--- src/hw/rtl/cbtc_pkg.sv ---
// cbtc_pkg: shared widths, constants and controller/datapath interface types
// for the CAN bit timing calculator. No dependencies.
package cbtc_pkg;

   // field widths
   localparam int RATE_W     = 20;
   localparam int CLOCK_W    = 29;
   localparam int PERIPH_W   = 28;
   localparam int BRP_W      = 10;
   localparam int QUANTA_W   = 9;
   localparam int SEG1_W     = 9;
   localparam int SEG2_W     = 8;
   localparam int SJW_W      = 7;
   localparam int WORD_W     = 32;
   localparam int CPB_W      = 32;

   // divider: 29-bit dividend, divisor up to 512 * (2^20 - 1)
   localparam int DIV_N_W    = 29;
   localparam int DIV_D_W    = 30;
   localparam int DIV_CNT_W  = 5;

   // search limit: quanta <= 384  <=>  periph < 385 * brp * rate
   localparam int LIM_W      = 39;
   localparam int STEP_W     = 29;

   localparam int QUANTA_MAX    = 384;
   localparam int QUANTA_LIMIT  = QUANTA_MAX + 1;
   localparam int QUANTA_MIN    = 3;
   localparam int SEG2_MAX      = 128;
   localparam int PRESCALER_MAX = 512;
   localparam int SJW_POS       = 25;
   localparam int BRP_POS       = 16;
   localparam int SEG1_POS      = 8;

   // x / 3 == (x * 171) >> 9 for x < 512
   localparam int DIV3_MUL   = 171;
   localparam int DIV3_SHIFT = 9;
   localparam int DIV3_W     = 16;

   localparam logic [CLOCK_W-1:0] CORE_CLOCK_RESET = CLOCK_W'(160000000);

   // configuration registers (word index)
   localparam logic REG_CORE_CLOCK = 1'b0;
   localparam int   CSR_ADDR_W     = 3;
   localparam int   CSR_DATA_W     = 32;

   // stream payload
   localparam int REQ_TDATA_W = 24;
   localparam int RSP_TDATA_W = 104;

   // divider operand select
   localparam logic DIV_SEL_QUANTA = 1'b0;
   localparam logic DIV_SEL_CLOCKS = 1'b1;

   typedef struct packed {
      logic load;         // take a new rate, reset the search
      logic search_step;  // next prescaler
      logic set_bad;      // request cannot be served
      logic div_start;
      logic div_sel;
      logic cap_quanta;
      logic cap_clocks;
      logic out_write;
   } cmd_type;

   typedef struct packed {
      logic rate_zero;
      logic fits;         // quanta at current prescaler <= 384
      logic brp_last;
      logic div_busy;
      logic out_free;
   } status_type;

endpackage

--- src/hw/rtl/cbtc_div.sv ---
// cbtc_div: restoring radix-2 divider, one quotient bit per cycle.
// Depends on cbtc_pkg.
module cbtc_div import cbtc_pkg::*; (
   input  logic               clock,
   input  logic               reset,
   input  logic               start,
   input  logic [DIV_N_W-1:0] dividend,
   input  logic [DIV_D_W-1:0] divisor,
   output logic               busy,
   output logic [DIV_N_W-1:0] quotient
);

   logic                 busy_ff, busy_in;
   logic [DIV_CNT_W-1:0] cnt_ff, cnt_in;
   logic [DIV_D_W:0]     rem_ff, rem_in;
   logic [DIV_N_W-1:0]   num_ff, num_in;
   logic [DIV_D_W-1:0]   den_ff, den_in;
   logic [DIV_D_W:0]     shifted;
   logic                 qbit;

   assign shifted = {rem_ff[DIV_D_W-1:0], num_ff[DIV_N_W-1]};
   assign qbit    = shifted >= {1'b0, den_ff};

   always_comb begin
      busy_in = busy_ff;
      cnt_in  = cnt_ff;
      rem_in  = rem_ff;
      num_in  = num_ff;
      den_in  = den_ff;
      if (start) begin
         busy_in = 1'b1;
         cnt_in  = DIV_CNT_W'(DIV_N_W - 1);
         rem_in  = '0;
         num_in  = dividend;
         den_in  = divisor;
      end else if (busy_ff) begin
         rem_in = qbit ? (shifted - {1'b0, den_ff}) : shifted;
         num_in = {num_ff[DIV_N_W-2:0], qbit};
         cnt_in = cnt_ff - 1'b1;
         if (cnt_ff == '0) begin
            busy_in = 1'b0;
         end
      end
   end

   always_ff @(posedge clock) begin
      if (reset) begin
         busy_ff <= 1'b0;
      end else begin
         busy_ff <= busy_in;
      end
      cnt_ff <= cnt_in;
      rem_ff <= rem_in;
      num_ff <= num_in;
      den_ff <= den_in;
   end

   assign busy     = busy_ff;
   assign quotient = num_ff;

endmodule

--- src/hw/rtl/cbtc_datapath.sv ---
// cbtc_datapath: prescaler search, shared divider, segment split and
// result register. Depends on cbtc_pkg and cbtc_div.
module cbtc_datapath import cbtc_pkg::*; (
   input  logic                   clock,
   input  logic                   reset,
   input  cmd_type                cmd,
   output status_type             status,
   input  logic [CLOCK_W-1:0]     core_clock,
   input  logic [RATE_W-1:0]      req_rate,
   input  logic                   rsp_ready,
   output logic                   rsp_valid,
   output logic [RSP_TDATA_W-1:0] rsp_data,
   output logic                   rsp_bad
);

   logic [RATE_W-1:0]   rate_ff, rate_in;
   logic [BRP_W-1:0]    brp_ff, brp_in;
   logic [DIV_D_W-1:0]  prod_ff, prod_in;     // brp * rate
   logic [STEP_W-1:0]   step_ff, step_in;     // 385 * rate
   logic [LIM_W-1:0]    lim_ff, lim_in;       // 385 * brp * rate
   logic                bad_ff, bad_in;
   logic [QUANTA_W-1:0] quanta_ff, quanta_in;
   logic [CLOCK_W-1:0]  clocks_ff, clocks_in;

   logic                   out_valid_ff, out_valid_in;
   logic [RSP_TDATA_W-1:0] out_data_ff, out_data_in;
   logic                   out_bad_ff, out_bad_in;

   logic [PERIPH_W-1:0] periph;
   logic [STEP_W-1:0]   step_new;
   logic [DIV_N_W-1:0]  div_n;
   logic [DIV_D_W-1:0]  div_d;
   logic                div_busy;
   logic [DIV_N_W-1:0]  div_q;

   logic                bad;
   logic [QUANTA_W-1:0] qm1;
   logic [DIV3_W-1:0]   third_prod;
   logic [SEG2_W-1:0]   third;
   logic [SEG2_W-1:0]   seg2;
   logic [SEG1_W-1:0]   seg1;
   logic [SJW_W-1:0]    sjw;
   logic [WORD_W-1:0]   word;

   assign periph   = core_clock[CLOCK_W-1:1];
   assign step_new = STEP_W'(req_rate) * STEP_W'(QUANTA_LIMIT);

   cbtc_div u_div (
      .clock    (clock),
      .reset    (reset),
      .start    (cmd.div_start),
      .dividend (div_n),
      .divisor  (div_d),
      .busy     (div_busy),
      .quotient (div_q)
   );

   always_comb begin
      if (cmd.div_sel == DIV_SEL_CLOCKS) begin
         div_n = core_clock;
         div_d = DIV_D_W'(rate_ff);
      end else begin
         div_n = DIV_N_W'(periph);
         div_d = prod_ff;
      end
   end

   // search and capture registers
   always_comb begin
      rate_in   = rate_ff;
      brp_in    = brp_ff;
      prod_in   = prod_ff;
      step_in   = step_ff;
      lim_in    = lim_ff;
      bad_in    = bad_ff;
      quanta_in = quanta_ff;
      clocks_in = clocks_ff;
      if (cmd.load) begin
         rate_in = req_rate;
         brp_in  = BRP_W'(1);
         prod_in = DIV_D_W'(req_rate);
         step_in = step_new;
         lim_in  = LIM_W'(step_new);
         bad_in  = 1'b0;
      end
      if (cmd.search_step) begin
         brp_in  = brp_ff + 1'b1;
         prod_in = prod_ff + DIV_D_W'(rate_ff);
         lim_in  = lim_ff + LIM_W'(step_ff);
      end
      if (cmd.set_bad) begin
         bad_in = 1'b1;
      end
      if (cmd.cap_quanta) begin
         quanta_in = div_q[QUANTA_W-1:0];   // below 385 once the search fits
      end
      if (cmd.cap_clocks) begin
         clocks_in = div_q;
      end
   end

   // segment split
   assign bad        = bad_ff || (quanta_ff < QUANTA_W'(QUANTA_MIN));
   assign qm1        = quanta_ff - 1'b1;
   assign third_prod = DIV3_W'(qm1) * DIV3_W'(DIV3_MUL);
   assign third      = SEG2_W'(third_prod >> DIV3_SHIFT);

   always_comb begin
      if (third == '0) begin
         seg2 = SEG2_W'(1);
      end else if (third > SEG2_W'(SEG2_MAX)) begin
         seg2 = SEG2_W'(SEG2_MAX);
      end else begin
         seg2 = third;
      end
   end

   assign seg1 = qm1 - SEG1_W'(seg2);
   assign sjw  = SJW_W'(seg2 >> 1);
   assign word = (WORD_W'(sjw) << SJW_POS)
               | (WORD_W'(brp_ff - 1'b1) << BRP_POS)
               | (WORD_W'(seg1 - 1'b1) << SEG1_POS)
               | WORD_W'(seg2 - 1'b1);

   // result register
   always_comb begin
      out_valid_in = out_valid_ff;
      out_data_in  = out_data_ff;
      out_bad_in   = out_bad_ff;
      if (rsp_ready) begin
         out_valid_in = 1'b0;
      end
      if (cmd.out_write) begin
         out_valid_in = 1'b1;
         out_bad_in   = bad;
         if (bad) begin
            out_data_in = '0;
         end else begin
            out_data_in = {6'b0, CPB_W'(clocks_ff), sjw, seg2, seg1, brp_ff, word};
         end
      end
   end

   always_ff @(posedge clock) begin
      if (reset) begin
         out_valid_ff <= 1'b0;
      end else begin
         out_valid_ff <= out_valid_in;
      end
      rate_ff     <= rate_in;
      brp_ff      <= brp_in;
      prod_ff     <= prod_in;
      step_ff     <= step_in;
      lim_ff      <= lim_in;
      bad_ff      <= bad_in;
      quanta_ff   <= quanta_in;
      clocks_ff   <= clocks_in;
      out_data_ff <= out_data_in;
      out_bad_ff  <= out_bad_in;
   end

   assign status.rate_zero = (rate_ff == '0);
   assign status.fits      = LIM_W'(periph) < lim_ff;
   assign status.brp_last  = (brp_ff == BRP_W'(PRESCALER_MAX));
   assign status.div_busy  = div_busy;
   assign status.out_free  = !out_valid_ff || rsp_ready;

   assign rsp_valid = out_valid_ff;
   assign rsp_data  = out_data_ff;
   assign rsp_bad   = out_bad_ff;

endmodule

--- src/hw/rtl/cbtc_ctrl.sv ---
// cbtc_ctrl: sequencer for one request: zero check, prescaler search,
// two divisions, result hand-off. Depends on cbtc_pkg.
module cbtc_ctrl import cbtc_pkg::*; (
   input  logic       clock,
   input  logic       reset,
   input  logic       req_valid,
   output logic       req_ready,
   input  status_type status,
   output cmd_type    cmd
);

   localparam logic [2:0] ST_IDLE   = 3'd0;
   localparam logic [2:0] ST_CHECK  = 3'd1;
   localparam logic [2:0] ST_SEARCH = 3'd2;
   localparam logic [2:0] ST_DIVQ   = 3'd3;
   localparam logic [2:0] ST_DIVC   = 3'd4;
   localparam logic [2:0] ST_FINISH = 3'd5;

   logic [2:0] state_ff, state_in;

   always_comb begin
      state_in = state_ff;
      cmd      = '0;
      unique case (state_ff)
         ST_IDLE: begin
            if (req_valid) begin
               cmd.load = 1'b1;
               state_in = ST_CHECK;
            end
         end
         ST_CHECK: begin
            if (status.rate_zero) begin
               cmd.set_bad = 1'b1;
               state_in    = ST_FINISH;
            end else begin
               state_in = ST_SEARCH;
            end
         end
         ST_SEARCH: begin
            priority if (status.fits) begin
               cmd.div_start = 1'b1;
               cmd.div_sel   = DIV_SEL_QUANTA;
               state_in      = ST_DIVQ;
            end else if (status.brp_last) begin
               cmd.set_bad = 1'b1;
               state_in    = ST_FINISH;
            end else begin
               cmd.search_step = 1'b1;
            end
         end
         ST_DIVQ: begin
            if (!status.div_busy) begin
               cmd.cap_quanta = 1'b1;
               cmd.div_start  = 1'b1;
               cmd.div_sel    = DIV_SEL_CLOCKS;
               state_in       = ST_DIVC;
            end
         end
         ST_DIVC: begin
            cmd.div_sel = DIV_SEL_CLOCKS;
            if (!status.div_busy) begin
               cmd.cap_clocks = 1'b1;
               state_in       = ST_FINISH;
            end
         end
         ST_FINISH: begin
            if (status.out_free) begin
               cmd.out_write = 1'b1;
               state_in      = ST_IDLE;
            end
         end
         default: begin
            state_in = ST_IDLE;
         end
      endcase
   end

   always_ff @(posedge clock) begin
      if (reset) begin
         state_ff <= ST_IDLE;
      end else begin
         state_ff <= state_in;
      end
   end

   assign req_ready = (state_ff == ST_IDLE);

endmodule

--- src/hw/rtl/can_bit_timing_calculator_unit.sv ---
// can_bit_timing_calculator_unit: top level, stream ports, APB register,
// controller and datapath. Depends on cbtc_pkg, cbtc_ctrl, cbtc_datapath.
//
// Usage
//   req_*: one transaction per requested bit rate, bit_rate in tdata[19:0].
//   rsp_*: one transaction per request. tdata holds timing_word, prescaler,
//     seg_one, seg_two, jump_width and core_clocks_per_bit; tuser[0] is
//     bad_request, and a bad request returns all-zero tdata.
//   csr_*: APB register 0 at address 0 is core_clock_hz (29 bits, reset
//     160 MHz). Write it only while no request is in flight.
// Timing
//   One request at a time. After the accept the sequencer checks the rate,
//   tries one prescaler after another (1..512, linear search with an
//   incremental 385*brp*rate compare), then makes two passes of the shared
//   radix-2 divider (29 quotient bits each; quanta, then core clocks per
//   bit) and hands the result off. A zero rate skips the search and the
//   divides; an exhausted search skips the divides. req_tready is high only
//   while the sequencer is idle, so a new request is taken only after the
//   last one has been handed off to the output register.
// Reset and stall
//   reset returns the sequencer to idle, drops rsp_tvalid and reloads the
//   clock register. A result waiting on rsp_tready sits in the output
//   register; the next request is still accepted and computed, and is only
//   held back at the hand-off until the output register frees up.
module can_bit_timing_calculator_unit import cbtc_pkg::*; (
   input  logic                   clock,
   input  logic                   reset,
   // request stream
   input  logic                   req_tvalid,
   output logic                   req_tready,
   input  logic [REQ_TDATA_W-1:0] req_tdata,   // [19:0] bit_rate, rest zero
   // result stream
   output logic                   rsp_tvalid,
   input  logic                   rsp_tready,
   // [31:0] timing_word, [41:32] prescaler, [50:42] seg_one,
   // [58:51] seg_two, [65:59] jump_width, [97:66] core_clocks_per_bit
   output logic [RSP_TDATA_W-1:0] rsp_tdata,
   output logic                   rsp_tuser,   // [0] bad_request
   // register port
   input  logic                   csr_psel,
   input  logic                   csr_penable,
   input  logic                   csr_pwrite,
   input  logic [CSR_ADDR_W-1:0]  csr_paddr,
   input  logic [CSR_DATA_W-1:0]  csr_pwdata,
   output logic [CSR_DATA_W-1:0]  csr_prdata,
   output logic                   csr_pready
);

   logic [CLOCK_W-1:0] core_clock_ff, core_clock_in;
   logic               csr_wr;
   cmd_type            cmd;
   status_type         status;

   // register word index is paddr[2]; only index 0 exists
   assign csr_pready = 1'b1;
   assign csr_wr     = csr_psel && csr_penable && csr_pwrite && csr_pready;

   always_comb begin
      core_clock_in = core_clock_ff;
      if (csr_wr && (csr_paddr[2] == REG_CORE_CLOCK)) begin
         core_clock_in = csr_pwdata[CLOCK_W-1:0];
      end
   end

   always_ff @(posedge clock) begin
      if (reset) begin
         core_clock_ff <= CORE_CLOCK_RESET;
      end else begin
         core_clock_ff <= core_clock_in;
      end
   end

   always_comb begin
      csr_prdata = '0;
      if (csr_paddr[2] == REG_CORE_CLOCK) begin
         csr_prdata = CSR_DATA_W'(core_clock_ff);
      end
   end

   cbtc_ctrl u_ctrl (
      .clock     (clock),
      .reset     (reset),
      .req_valid (req_tvalid),
      .req_ready (req_tready),
      .status    (status),
      .cmd       (cmd)
   );

   cbtc_datapath u_datapath (
      .clock      (clock),
      .reset      (reset),
      .cmd        (cmd),
      .status     (status),
      .core_clock (core_clock_ff),
      .req_rate   (req_tdata[RATE_W-1:0]),
      .rsp_ready  (rsp_tready),
      .rsp_valid  (rsp_tvalid),
      .rsp_data   (rsp_tdata),
      .rsp_bad    (rsp_tuser)
   );

endmodule

--- config.mk ---
export PLATFORM = sky130hd
export DESIGN_NAME = can_bit_timing_calculator_unit
export DESIGN_NICKNAME = d
export VERILOG_FILES = /design/src/hw/rtl/cbtc_pkg.sv /design/src/hw/rtl/cbtc_div.sv /design/src/hw/rtl/cbtc_datapath.sv /design/src/hw/rtl/cbtc_ctrl.sv /design/src/hw/rtl/can_bit_timing_calculator_unit.sv
export SDC_FILE = /design/constraint.sdc
export NUM_CORES = 1
export LEC_CHECK = 0
export ABC_AREA = 1
export BUFFER_PORTS_ARGS = -buffer_cell sky130_fd_sc_hd__buf_2
export CORE_MARGIN = 2
export CORE_UTILIZATION = 45
export DETAILED_ROUTE_END_ITERATION = 16
export PLACE_DENSITY = 0.67
export SETUP_SLACK_MARGIN = 0.15
export SYNTH_ARGS = -nofsm -noshare
export SYNTH_HDL_FRONTEND = slang
export SYNTH_HIERARCHICAL = 1
export SYNTH_SLANG_ARGS = --single-unit
--- constraint.sdc ---
create_clock -name clock -period 9.2 [get_ports clock]
set_clock_uncertainty 0.05 [all_clocks]
set_input_delay 2.76 -clock clock [delete_from_list [all_inputs] [get_ports clock]]
set_output_delay 2.76 -clock clock [all_outputs]
set_load 0.02 [all_outputs]
==> Yosys cells after proc, flatten, opt, wreduce, memory -nomap -nowiden <==
Cells that the tools add are included.
{ "word_totals": {"reg_bits": 400, "latch_bits": 0, "ram_bits": 0, "rom_bits": 0, "input_bits": 66, "out_inout_bits": 140, "word_cells": 109, "memories": 0} }
{ "op_classes": {"add_sub_neg": 10, "multipliers": 2, "div": 0, "order_cmp": 4, "n_eq_ne": 11, "shift": 0, "muxes": 44, "n_bitwise": 4, "reduce_logical": 14} }
{ "op_table": {"columns": ["cell", "count"], "rows": [
  ["$mux 29", 4],
  ["$or 32x32->32", 3],
  ["$mux 30", 3],
  ["$mux 39", 2],
  ["$add 39x29->39", 1],
  ["$lt 28x39->1", 1],
  ["$ge 31x30->1", 1],
  ["$add 30x20->30", 1],
  ["$sub 30x30->30", 1],
  ["$mul 20x9->29 const B", 1],
  ["$mux 3", 8],
  ["$logic_not 20->1", 1],
  ["$mux 10", 2],
  ["$mux 20", 1],
  ["$pmux 3 s6", 1],
  ["$mul 9x8->16 const B", 1],
  ["$mux 1", 16],
  ["$mux 8", 2],
  ["$sub 10x1->11 const B", 1],
  ["$add 10x1->10 const B", 1],
  ["$eq 10x10->1 const B", 1],
  ["$sub 9x1->10 const B", 1],
  ["$lt 9x2->1 const B", 1],
  ["$sub 8x1->9 const B", 1],
  ["other kinds (21)", 33]
]} }

==> Depth between registers and ports, before layout <==
Gate-level depths: netlist of run 1.
{ "depth": {"ltp_word": 9, "ltp_mapped": 40, "ltp_nobuf": 40} }

==> By module <==
Netlist of run 1, hierarchy kept.
{ "modules_own_cells": {"columns": ["module", "n_inst", "cells_each", "area_per_inst_um2"], "rows": [
  ["cbtc_datapath", 1, 2175, 18556.5],
  ["cbtc_div", 1, 891, 6227.2],
  ["can_bit_timing_calculator_unit", 1, 244, 1463.9],
  ["cbtc_ctrl", 1, 61, 311.5]
]} }

==> Least setup slack after synthesis of run 1 <==
Ideal clock, no wire load.
{ "synth_path": {"kind": "input to register", "startpoint": "in rsp_tready", "endpoint": "reg u_datapath.out_bad_ff (netlist: u_datapath/rsp_bad) (enable)", "setup_ps": 537, "arrival_ps": 6587, "required_ps": 8613, "path_slack_ps": 2026, "stages": 4, "n_path_buf": 0, "path_cell_list": "inv_1 -> nand2_1 -> inv_1 -> nor2_1"} }
{ "synth_lines": {"columns": ["item", "line", "text"], "rows": [
  ["start: declaration", "can_bit_timing_calculator_unit.sv:34", "input logic rsp_tready,"],
  ["end signal: assignment", "cbtc_datapath.sv:159", "out_bad_ff <= out_bad_in;"],
  ["end: declaration", "cbtc_datapath.sv:27", "logic out_bad_ff, out_bad_in;"]
]} }

==> Worst setup path in the final report of run 1 <==
{ "layout_path": {"startpoint": "reg u_datapath.quanta_ff[0]", "endpoint": "reg u_datapath.out_data_ff[31] (netlist: u_datapath/rsp_data[31]) (data pin)"} }
{ "layout_via": {"elab_chain_cells": 9} }
{ "layout_rtl": {"columns": ["item", "line", "text"], "rows": [
  ["start: declaration", "cbtc_datapath.sv:22", "logic [QUANTA_W-1:0] quanta_ff, quanta_in;"],
  ["start signal: assignment", "cbtc_datapath.sv:156", "quanta_ff <= quanta_in;"],
  ["$sub 9x1->9 (*)", "cbtc_datapath.sv:104", "assign qm1 = quanta_ff - 1'b1;"],
  ["$mul 9x8->16 (*)", "cbtc_datapath.sv:105", "assign third_prod = DIV3_W'(qm1) * DIV3_W'(DIV3_MUL);"],
  ["$gt 7x8->1", "cbtc_datapath.sv:111", "end else if (third > SEG2_W'(SEG2_MAX)) begin"],
  ["$mux 8", "cbtc_datapath.sv:111", null],
  ["$mux 8 (*)", "cbtc_datapath.sv:109", "if (third == '0) begin"],
  ["via u_datapath.seg2[0]", "cbtc_datapath.sv:40", "logic [SEG2_W-1:0] seg2;"],
  ["$sub 9x8->9", "cbtc_datapath.sv:118", "assign seg1 = qm1 - SEG1_W'(seg2);"],
  ["$sub 9x1->10", "cbtc_datapath.sv:122", "| (WORD_W'(seg1 - 1'b1) << SEG1_POS)"],
  ["$or 32x32->32", "cbtc_datapath.sv:122", null],
  ["$or 32x32->32 (*)", "cbtc_datapath.sv:123", "| WORD_W'(seg2 - 1'b1);"],
  ["end signal: assignment", "cbtc_datapath.sv:158", "out_data_ff <= out_data_in;"],
  ["end: declaration", "cbtc_datapath.sv:26", "logic [RSP_TDATA_W-1:0] out_data_ff, out_data_in;"]
]} }
The timed path passes the listed nets; every way through them passes the cells marked *.
A chain may end at the register's enable or synchronous reset.

==> run_results.csv, run 1 <==
group,metric,value,unit
run_status,status,"complete, no violations",
global_routing,antenna_found_initial,0,
sta,finalHoldViolCount,0,
global_routing,grt_usage,21.6,%
min_path,hold_start,"u_datapath/bad_ff$_SDFFE_PP1P_",
synthesis,ys_ff_latch,376,
min_path,min_path_type,"register to register",
cells_and_area,final_util,50.3,%
worst_setup_path,critPathMaxStageDelay,0.61,ns
floorplanning,die_h,247,um
floorplanning,core-area,58700,um2
worst_setup_path,worst-setup-path-type,"register to register",
global_routing,grt_pass1_vias,20500,
synthesis,seq_area_frac_synth,39.9,%
clock_tree,cts_buffers,43,
detailed_routing,drt_iter0_drc,1227,
synthesis,netlist_instances,3371,
worst_setup_path,critical_path_arrival,8.15,ns
cells_and_area,nets,3882,
clock_tree,clk_latency,0.58,ns
detailed_routing,routed_wl,65600,um
clock_tree,path_clk_slew,0.06,ns
global_routing,grt_max_degree,97,
detailed_routing,detail-route-antenna-nets,0,
place,dpl.hpwl,50700,um
synthesis,syn_avg_cell_area,7.88,um2
place,place_congestion,0.951,
sta,period_share,84.4,%
synthesis,yosys.area.top_type_share,34.6,%
synthesis,syn_area,26600,um2
detailed_routing,drc,0,
synthesis,synthArstFlopShare,0,%
detailed_routing,vias,21800,
clock_tree,ctsResizeCount,0,
power,ir_worst_vdd,0.331,mV
place,dpl_cell_area,28100,um2
clock_tree,postCtsHoldBufs,0,
clock_tree,cts.sinks,376,
global_routing,grt_pass1_wl,105000,um
floorplanning,rows,89,
worst_setup_path,critPathSlowestCell,"xor2_1",
sta,worst_slew_pin_slew,1.27,ns
worst_setup_path,rr_worst_depth,34,
worst_setup_path,worstSetupStartpoint,"u_datapath/quanta_ff[0]$_DFFE_PP_",
sta,rsz0062_at_grt,"false",
clock_tree,clock_path_buffers,3,
cells_and_area,final_area,29500,um2
worst_setup_path,r2r_slack,1.43,ns
sta,finalSetupTns,0,ns
clock_tree,root_buffer,"clkbuf_16",
worst_setup_path,r2r-start,"u_datapath/quanta_ff[0]$_DFFE_PP_",
synthesis,yosys.cell_count.top_type,"nand2_1",
floorplanning,ios,206,
detailed_routing,routed_via_density,5.02,
flow_run,drv_cap,0,
place,portBuffers,181,
floorplanning,die_w,247,um
floorplanning,start_util,45.3,%
sta,slew_headroom,15.4,%
synthesis,ys.flop_type,"edfxtp_1",
synthesis,synth_warnings,6,
worst_setup_path,start_kind,"register",
detailed_routing,wl_per_cell,15.1,um
sta,fmax,129,MHz
min_path,min_path_cells,2,
power,p_per_area,366,nW/um2
synthesis,netlist-cell-type-count,57,
sta,post-route-min-period,7.77,ns
synthesis,synth_edf_count,306,
cells_and_area,area_growth,11.0,%
floorplanning,dieArea,61000,um2
clock_tree,htreeDepth,2,
worst_setup_path,path_max_fanout,10,
detailed_routing,dr.pass1.iters,7,
worst_setup_path,end_kind,"register",
synthesis,synth_top_area_cell,"edfxtp_1",
clock_tree,tritoncts,"built",
synthesis,synth_area_leaders,"edfxtp_1 (35%), ha_1 (12%), nand2_1 (11%)",
worst_setup_path,worstPathRequired,9.59,ns
synthesis,ys_top_cells_by_count,"nand2_1 (810), inv_1 (565), nor2_1 (369), edfxtp_1 (306), ha_1 (251)",
cells_and_area,drive_gt1_share,10.6,%
global_routing,grt_overflow,0,
sta,setup_viol,0,
cells_and_area,n_antenna_cell,0,
clock_tree,postCtsSetupBuffers,0,
power,cellLeakagePower,14.3,nW
sta,finalMaxSlewViolations,0,
worst_setup_path,cp_common_cell,"inv_1",
## cell usage in the layout, fill, tap and decap left out, drive strengths merged, types with 2 or more instances in the layout
cell type	n
edfxtp	306
mux2	11
and3	3
or2	8
o21ai	148
clkbuf	55
a21oi	203
a21o	6
o21a	8
nor3	33
clkinv	14
ha	251
nor2	406
conb	16
nand3b	13
nor4	11
and2	8
bufinv	3
dfxtp	70
xnor2	36
buf	193
nand3	205
clkinvlp	5
o22ai	2
nand4	39
xor2	39
inv	581
o21bai	11
a31oi	10
nand2	836
fa	29
a21boi	4
## cell type report
type,count,area (um2)
fill,5686,29200
multi-input combinational,2344,13400
sequential,376,10600
inverter,578,2170
clock buffer,55,1150
timing repair buffer,193,996
tap,773,967
clock inverter,25,231
## logic make-up after synthesis
group / synth area share (%)
AND/OR/NAND/NOR: 25.1
buffers and inverters: 10.0
AO/OA/AOI/OAI: 8.01
flip-flops: 39.9
adder cells (fa/ha/maj): 14.0
XOR/XNOR: 2.53
multiplexers: 0.466
other: 0.0424
## state kept, by name, summed over array words and instances, names as in the netlist
signal                     count
u_datapath/clocks_ff          29
u_datapath/rsp_valid           1
u_datapath/u_div/den_ff       30
u_datapath/u_div/rem_ff       30
core_clock_ff                 29
u_datapath/quanta_ff           9
u_datapath/u_div/cnt_ff        5
u_datapath/u_div/busy          1
u_ctrl/state_ff                3
u_datapath/u_div/quotient     29
u_datapath/bad_ff              1
u_datapath/rsp_data           87
u_datapath/step_ff            22
u_datapath/rsp_bad             1
u_datapath/lim_ff             39
u_datapath/rate_ff            20
u_datapath/brp_ff             10
u_datapath/prod_ff            30
## metal layers
metal / track usage, % / wire length [um] / vias to the layer above
met1: 28.6 / 30200 / 9963
met4: 6.56 / 1740 / 0
met5: 0 / 0 / -
li1: - / - / 11200
met2: 36.7 / 30400 / 519
met3: 2.95 / 3180 / 103
## through the flow
| stage | hold slack (ns) | instances | setup WS (ns) | total power [mW] |
|---|---|---|---|---|
| after global placement | 0.388 | 4264 | 1.58 | 9.03 |
| after detailed placement | 0.388 | 4264 | 1.49 | 9.09 |
| after global routing | 0.421 | 4344 | 0.961 | 11.8 |
| final | 0.401 | 4344 | 1.43 | 10.8 |
| after floorplan | 0.375 | 3384 | 2.03 | 7.64 |
| after CTS | 0.405 | 4344 | 1.41 | 10.8 |
## worst max-delay path: cells and delay by family, from the launching register on
kind	cells	cell delay (ns)
fa+ha+maj	8	3.07
simple gates	17	2.36
xor+xnor	2	0.86
buf+inv	6	0.57
flops	1	0.49
compound gates	1	0.21
## power by group
group          internal, mW  switching (mW)  total [mW]
sequential             2.74           0.244        2.99
clock                 0.975           0.709        1.68
combinational          2.08            4.06        6.14
total                  5.80            5.01        10.8
## worst paths after layout
| check | end |
|---|---|
| min | u_datapath/bad_ff$_SDFFE_PP1P_ |
| min reg2reg | u_datapath/bad_ff$_SDFFE_PP1P_ |
| max | u_datapath/rsp_data[31]$_SDFFCE_PP0P_ |
| max reg2reg | u_datapath/rsp_data[31]$_SDFFCE_PP0P_ |
(Power assumes the default switching activity.)
==> run 2: changes to the inputs <==
--- a/config.mk
+++ b/config.mk
@@ -10,7 +10,7 @@
 export CORE_MARGIN = 2
 export CORE_UTILIZATION = 45
 export DETAILED_ROUTE_END_ITERATION = 16
-export PLACE_DENSITY = 0.67
+export PLACE_DENSITY = 0.69
 export SETUP_SLACK_MARGIN = 0.15
 export SYNTH_ARGS = -nofsm -noshare
 export SYNTH_HDL_FRONTEND = slang
==> constraint.sdc (replaced) <==
create_clock -name clock -period 7 [get_ports clock]
set_clock_uncertainty 0.05 [all_clocks]
set_input_delay 2.1 -clock clock [delete_from_list [all_inputs] [get_ports clock]]
set_output_delay 2.1 -clock clock [all_outputs]
set_load 0.02 [all_outputs]
==> run_results.csv, run 2 (synthesis results as in run 1) <==
group,metric,value,unit
global_routing,grt_max_degree,97,
worst_setup_path,worst-setup-path-type,"register to register",
power,switching_share,45.8,%
sta,rsz0062_at_grt,"false",
sta,finalSetupTns,0,ns
worst_setup_path,critPathMaxStageDelay,0.54,ns
floorplanning,core-area,58700,um2
cells_and_area,drive_gt1_share,11.2,%
min_path,min_path_type,"register to register",
power,p_per_area,488,nW/um2
detailed_routing,drt_iter0_drc,1549,
floorplanning,die_w,247,um
sta,setup_viol,0,
worst_setup_path,r2r_slack,0.59,ns
clock_tree,cts.sinks,376,
min_path,hold_start,"u_datapath/bad_ff$_SDFFE_PP1P_",
sta,setup_slack,0.591,ns
cells_and_area,final_common_cell,"nand2_1",
global_routing,grt_pass1_vias,20500,
min_path,whs_endpoint,"u_datapath/bad_ff$_SDFFE_PP1P_",
global_routing,antenna_found_initial,2,
global_routing,grt_usage,21.5,%
power,p_switching,6.63,mW
floorplanning,rows,89,
detailed_routing,dr.pass1.iters,5,
global_routing,grt_pass1_wl,105000,um
worst_setup_path,r2r-start,"u_datapath/quanta_ff[0]$_DFFE_PP_",
worst_setup_path,end_kind,"register",
power,seqPwrFrac,27.0,%
cells_and_area,area_growth,11.6,%
cells_and_area,final_cell_mix,"nand2_1 (807), inv_1 (561), nor2_1 (362), edfxtp_1 (306), ha_1 (249)",
clock_tree,cts_buffers,43,
power,power_frac_clock,15.5,%
worst_setup_path,path_max_fanout,9,
place,dpl.hpwl,50700,um
flow_run,drv_cap,0,
power,combPwrFrac,57.5,%
clock_tree,clock_path_buffers,3,
place,dp_slack,0.282,ns
sta,finalMaxSlewViolations,0,
floorplanning,ios,206,
min_path,min_path_cells,2,
floorplanning,die_h,247,um
sta,period_share,91.6,%
worst_setup_path,crit_family,"adder cells",
sta,worst_slew_pin_slew,1.27,ns
detailed_routing,wl_per_cell,15.0,um
clock_tree,clk_latency,0.58,ns
clock_tree,tritoncts,"built",
global_routing,grt_overflow,0,
cells_and_area,nets,3895,
detailed_routing,routed_via_density,5.03,
run_status,status,"complete, no violations",
cells_and_area,fillers,5695,
sta,post-route-min-period,6.41,ns
cells_and_area,final_util,50.5,%
detailed_routing,detail-route-antenna-nets,0,
cells_and_area,largest_register_ffs,87,
clock_tree,postCtsHoldBufs,0,
sta,finalHoldViolCount,0,
detailed_routing,vias,21900,
worst_setup_path,rr_worst_depth,36,
floorplanning,start_util,45.3,%
worst_setup_path,critical_path_arrival,6.78,ns
place,dpl_cell_area,28200,um2
clock_tree,path_clk_slew,0.06,ns
worst_setup_path,critPathSlowestCell,"fa_1",
cells_and_area,regArea,10600,um2
worst_setup_path,worstPathRequired,7.37,ns
floorplanning,dieArea,61000,um2
worst_setup_path,path_depth,36,
cells_and_area,final_area,29600,um2
power,p_int,7.84,mW
clock_tree,htreeDepth,2,
detailed_routing,routed_wl,65400,um
clock_tree,root_buffer,"clkbuf_16",
sta,fmax,156,MHz
cells_and_area,multiInputGateArea,13400,um2
detailed_routing,drc,0,
sta,slew_headroom,15.2,%
worst_setup_path,start_kind,"register",
place,portBuffers,181,
worst_setup_path,cp_common_cell,"nand2_1",
place,place_congestion,0.920,
worst_setup_path,path_buf_inv,7,
power,ir_worst_vdd,0.558,mV
worst_setup_path,timing.rr.end,"u_datapath/rsp_data[20]$_SDFFCE_PP0P_",
power,cellLeakagePower,14.3,nW
-- run 2: changes by cell type in the layout (fill, tap and decap cells not counted), moves of 4 or more --
cell and delta:
buf_4 +13, clkinvlp_4 -5, nor2_1 -4, nor2_2 +4
-- run 2: final cells by class --
| type | instances | area share, % |
|---|---|---|
| Multi-Input combinational cell | 2344 | 45.3 |
| Tap cell | 773 | 3.26 |
| Clock buffer | 55 | 3.85 |
| Timing Repair Buffer | 206 | 3.69 |
| Clock inverter | 21 | 0.840 |
| Sequential cell | 376 | 35.7 |
| Inverter | 578 | 7.32 |
| Antenna cell | 1 | 0.00844 |
-- run 2: power by group through the flow --
stage	logic, mW	registers, mW	clock network [mW]
after floorplan	6.06	3.98	0
final	8.32	3.91	2.25
after global routing	9.43	3.98	2.39
after global placement	7.97	3.94	0
after CTS	8.12	3.91	2.31
after detailed placement	8.05	3.95	0
-- run 2: worst max path at each step --
stage                                           start                                     to  slack (ns)
global placement    u_datapath/quanta_ff[0]$_DFFE_PP_  u_datapath/rsp_data[17]$_SDFFCE_PP0P_        0.42
global route        u_datapath/quanta_ff[0]$_DFFE_PP_  u_datapath/rsp_data[20]$_SDFFCE_PP0P_        0.13
detailed placement  u_datapath/quanta_ff[1]$_DFFE_PP_  u_datapath/rsp_data[27]$_SDFFCE_PP0P_        0.28
finish              u_datapath/quanta_ff[0]$_DFFE_PP_  u_datapath/rsp_data[20]$_SDFFCE_PP0P_        0.59
floorplan                                  rsp_tready           u_datapath/rsp_bad$_DFFE_PP_        0.49
CTS                 u_datapath/quanta_ff[0]$_DFFE_PP_  u_datapath/rsp_data[27]$_SDFFCE_PP0P_        0.26
-- run 2: worst reg2reg max path: cells and delay by family (launching register included) --
| kind | cells | cell delay (ns) |
|---|---|---|
| AOI/OAI and AO/OA | 1 | 0.12 |
| xor gates and xnor gates | 2 | 0.42 |
| adders and majority gates | 8 | 2.89 |
| buffers and inverters | 7 | 0.55 |
| DFF | 1 | 0.39 |
| and+or+nand+nor | 18 | 1.82 |
-- run 2: repair_timing --
action,CTS,global route
resized for setup,0,14
setup buffers,0,2
setup endpoints to repair,0,20
-- run 2: stage by stage --
| step | hold slack [ns] | instances | total power, mW |
|---|---|---|---|
| 2_1_floorplan | 0.375 | 3384 | 10.0 |
| 3_3_place_gp | 0.384 | 4275 | 11.9 |
| 3_5_place_dp | 0.386 | 4275 | 12.0 |
| 4_1_cts | 0.398 | 4351 | 14.3 |
| 5_1_grt | 0.414 | 4354 | 15.8 |
| 6_report | 0.395 | 4354 | 14.5 |
-- run 2: per-layer routing --
layer	up-vias	global-route usage, %	routed length, um	share of wire, %
li1	11300	-	-	-
met1	10100	28.8	30000	46
met2	535	36.8	30700	47
met3	77	2.36	3420	5.2
met4	0	5.86	1330	2.0
met5	-	0	0	0
==> run 3: changes to the inputs <==
--- a/config.mk
+++ b/config.mk
@@ -11,6 +11,7 @@
 export CORE_UTILIZATION = 45
 export DETAILED_ROUTE_END_ITERATION = 16
 export PLACE_DENSITY = 0.69
+export REMOVE_ABC_BUFFERS = 1
 export SETUP_SLACK_MARGIN = 0.15
 export SYNTH_ARGS = -nofsm -noshare
 export SYNTH_HDL_FRONTEND = slang
==> run_results.csv, run 3 (synthesis results as in run 1) <==
group,metric,value,unit
place,place_congestion,0.942,
sta,rsz0062_at_grt,"false",
flow_run,drv_cap,0,
clock_tree,htreeDepth,2,
run_status,status,"complete, no violations",
cells_and_area,multiInputGateArea,13500,um2
sta,finalSetupTns,0,ns
detailed_routing,routed_via_density,5.03,
global_routing,top_usage_layer,"met2",
cells_and_area,area_growth,11.9,%
worst_setup_path,worst-setup-path-type,"register to register",
worst_setup_path,path_max_fanout,4,
detailed_routing,routed_wl,66400,um
detailed_routing,detail-route-antenna-nets,0,
sta,finalMaxSlewViolations,0,
clock_tree,root_buffer,"clkbuf_16",
floorplanning,core-area,58700,um2
floorplanning,rows,89,
detailed_routing,wl_per_cell,15.2,um
worst_setup_path,crit_family,"adder cells",
floorplanning,start_util,45.3,%
clock_tree,cts.sinks,376,
clock_tree,clock_path_buffers,3,
global_routing,antenna_found_initial,0,
global_routing,grt_pass1_wl,106000,um
cells_and_area,largest_register_ffs,87,
worst_setup_path,critPathSlowestCell,"fa_1",
power,seqPwrFrac,26.9,%
cells_and_area,final_cell_mix,"nand2_1 (807), inv_1 (561), nor2_1 (361), edfxtp_1 (306), ha_1 (248)",
cells_and_area,drive_gt1_share,11.5,%
floorplanning,die_w,247,um
sta,slew_headroom,19.3,%
global_routing,use_met1,30.5,%
power,p_per_area,488,nW/um2
power,p_switching,6.64,mW
global_routing,use_met3,3.26,%
cells_and_area,fillers,5598,
detailed_routing,dr.pass1.iters,8,
worst_setup_path,start_kind,"register",
detailed_routing,drt_iter0_drc,1507,
power,ir_worst_vdd,0.625,mV
cells_and_area,nets,3899,
clock_tree,cts_buffers,42,
power,combPwrFrac,58.1,%
worst_setup_path,path_buf_inv,7,
worst_setup_path,critical_path_arrival,6.56,ns
detailed_routing,drc,0,
worst_setup_path,critPathMaxStageDelay,0.54,ns
power,cellLeakagePower,14.4,nW
clock_tree,tritoncts,"built",
worst_setup_path,end_kind,"register",
cells_and_area,regArea,10600,um2
sta,worst_slew_pin_slew,1.20,ns
sta,post-route-min-period,6.32,ns
floorplanning,ios,206,
cells_and_area,final_common_cell,"nand2_1",
sta,fmax,158,MHz
global_routing,grt_pass1_vias,20600,
place,portBuffers,181,
clock_tree,path_clk_slew,0.06,ns
cells_and_area,n_antenna_cell,0,
global_routing,grt_max_degree,97,
power,p_int,7.88,mW
floorplanning,die_h,247,um
place,dpl.hpwl,51200,um
detailed_routing,vias,21900,
min_path,min_path_type,"register to register",
global_routing,grt_overflow,0,
floorplanning,dieArea,61000,um2
worst_setup_path,cp_common_cell,"nand2_1",
cells_and_area,final_area,29700,um2
sta,period_share,90.2,%
worst_setup_path,worstPathRequired,7.24,ns
place,dpl_cell_area,28200,um2
clock_tree,postCtsHoldBufs,0,
power,power_frac_clock,15.0,%
sta,finalHoldViolCount,0,
clock_tree,clk_latency,0.57,ns
sta,setup_viol,0,
global_routing,grt_usage,21.9,%
global_routing,grt_util_met2,35.3,%
power,switching_share,45.7,%
## run 3: cell types whose count changed in the layout (fill, tap and decap cells not counted), moves of 2 or more
| cell | change |
|---|---|
| buf_4 | +5 |
| bufinv_16 | -3 |
| clkbuf_8 | +4 |
| clkinv_1 | +2 |
| clkinv_2 | -2 |
| clkinvlp_4 | +3 |
| inv_6 | -3 |
| xor2_1 | -2 |
| xor2_4 | +2 |
## run 3: power groups by stage
stage	Clock, mW	Sequential, mW	Combinational [mW]
5_1_grt	2.32	3.98	9.58
4_1_cts	2.24	3.91	8.26
6_report	2.18	3.91	8.43
2_1_floorplan	0	4.00	5.99
3_3_place_gp	0	3.94	8.13
3_5_place_dp	0	3.96	8.20
## run 3: final timing paths
kind,from,endpoint,slack [ns],depth (start not counted)
hold / removal,u_datapath/u_div/quotient[12]$_DFFE_PP_,u_datapath/clocks_ff[12]$_DFFE_PP_,0.40,0
hold reg to reg,u_datapath/u_div/quotient[12]$_DFFE_PP_,u_datapath/clocks_ff[12]$_DFFE_PP_,0.40,0
setup / recovery,u_datapath/quanta_ff[0]$_DFFE_PP_,u_datapath/rsp_data[16]$_SDFFCE_PP0P_,0.68,36
setup reg to reg,u_datapath/quanta_ff[0]$_DFFE_PP_,u_datapath/rsp_data[16]$_SDFFCE_PP0P_,0.68,36
## run 3: worst register-to-register path, delay by kind of cell, from the launching register on
family        cells  cell delay (ns)
simple gates     19             1.70
fa+ha+maj         9             2.97
flops             1             0.38
buf+inv           7             0.74
xor+xnor          1             0.21
## run 3: per-stage QoR
step / utilization (%) / std cells / setup slack (ns) / total power [mW] / hold slack, ns
after detailed placement: 48.1 / 4279 / 0.254 / 12.2 / 0.386
after CTS: 50.4 / 4355 / 0.224 / 14.4 / 0.400
after global placement: 48.1 / 4279 / 0.363 / 12.1 / 0.382
after global routing: 50.6 / 4358 / 0.150 / 15.9 / 0.414
final: 50.6 / 4358 / 0.684 / 14.5 / 0.399
after floorplan: - / 3298 / 0.486 / 9.99 / 0.375
## run 3: repair_timing
action / 4_1_cts / 5_1_grt
buffers inserted: 0 / 3
setup endpoints to repair: 0 / 21
resized for setup: 0 / 21
endpoints found under the hold margin: 0 / 0
## run 3: area by class of cell
class,instances,share of cell area (%)
timing repair buffer,211,3.81
multi-input combinational,2344,45.4
clock inverter,17,0.484
sequential,376,35.6
clock buffer,59,4.10
tap,773,3.25
inverter,578,7.30
## run 3: per-layer routing
layer | wire length [um] | share of wire, %
met1 | 30800 | 46
met2 | 29700 | 45
met3 | 4210 | 6.3
met4 | 1670 | 2.5
met5 | 0 | 0
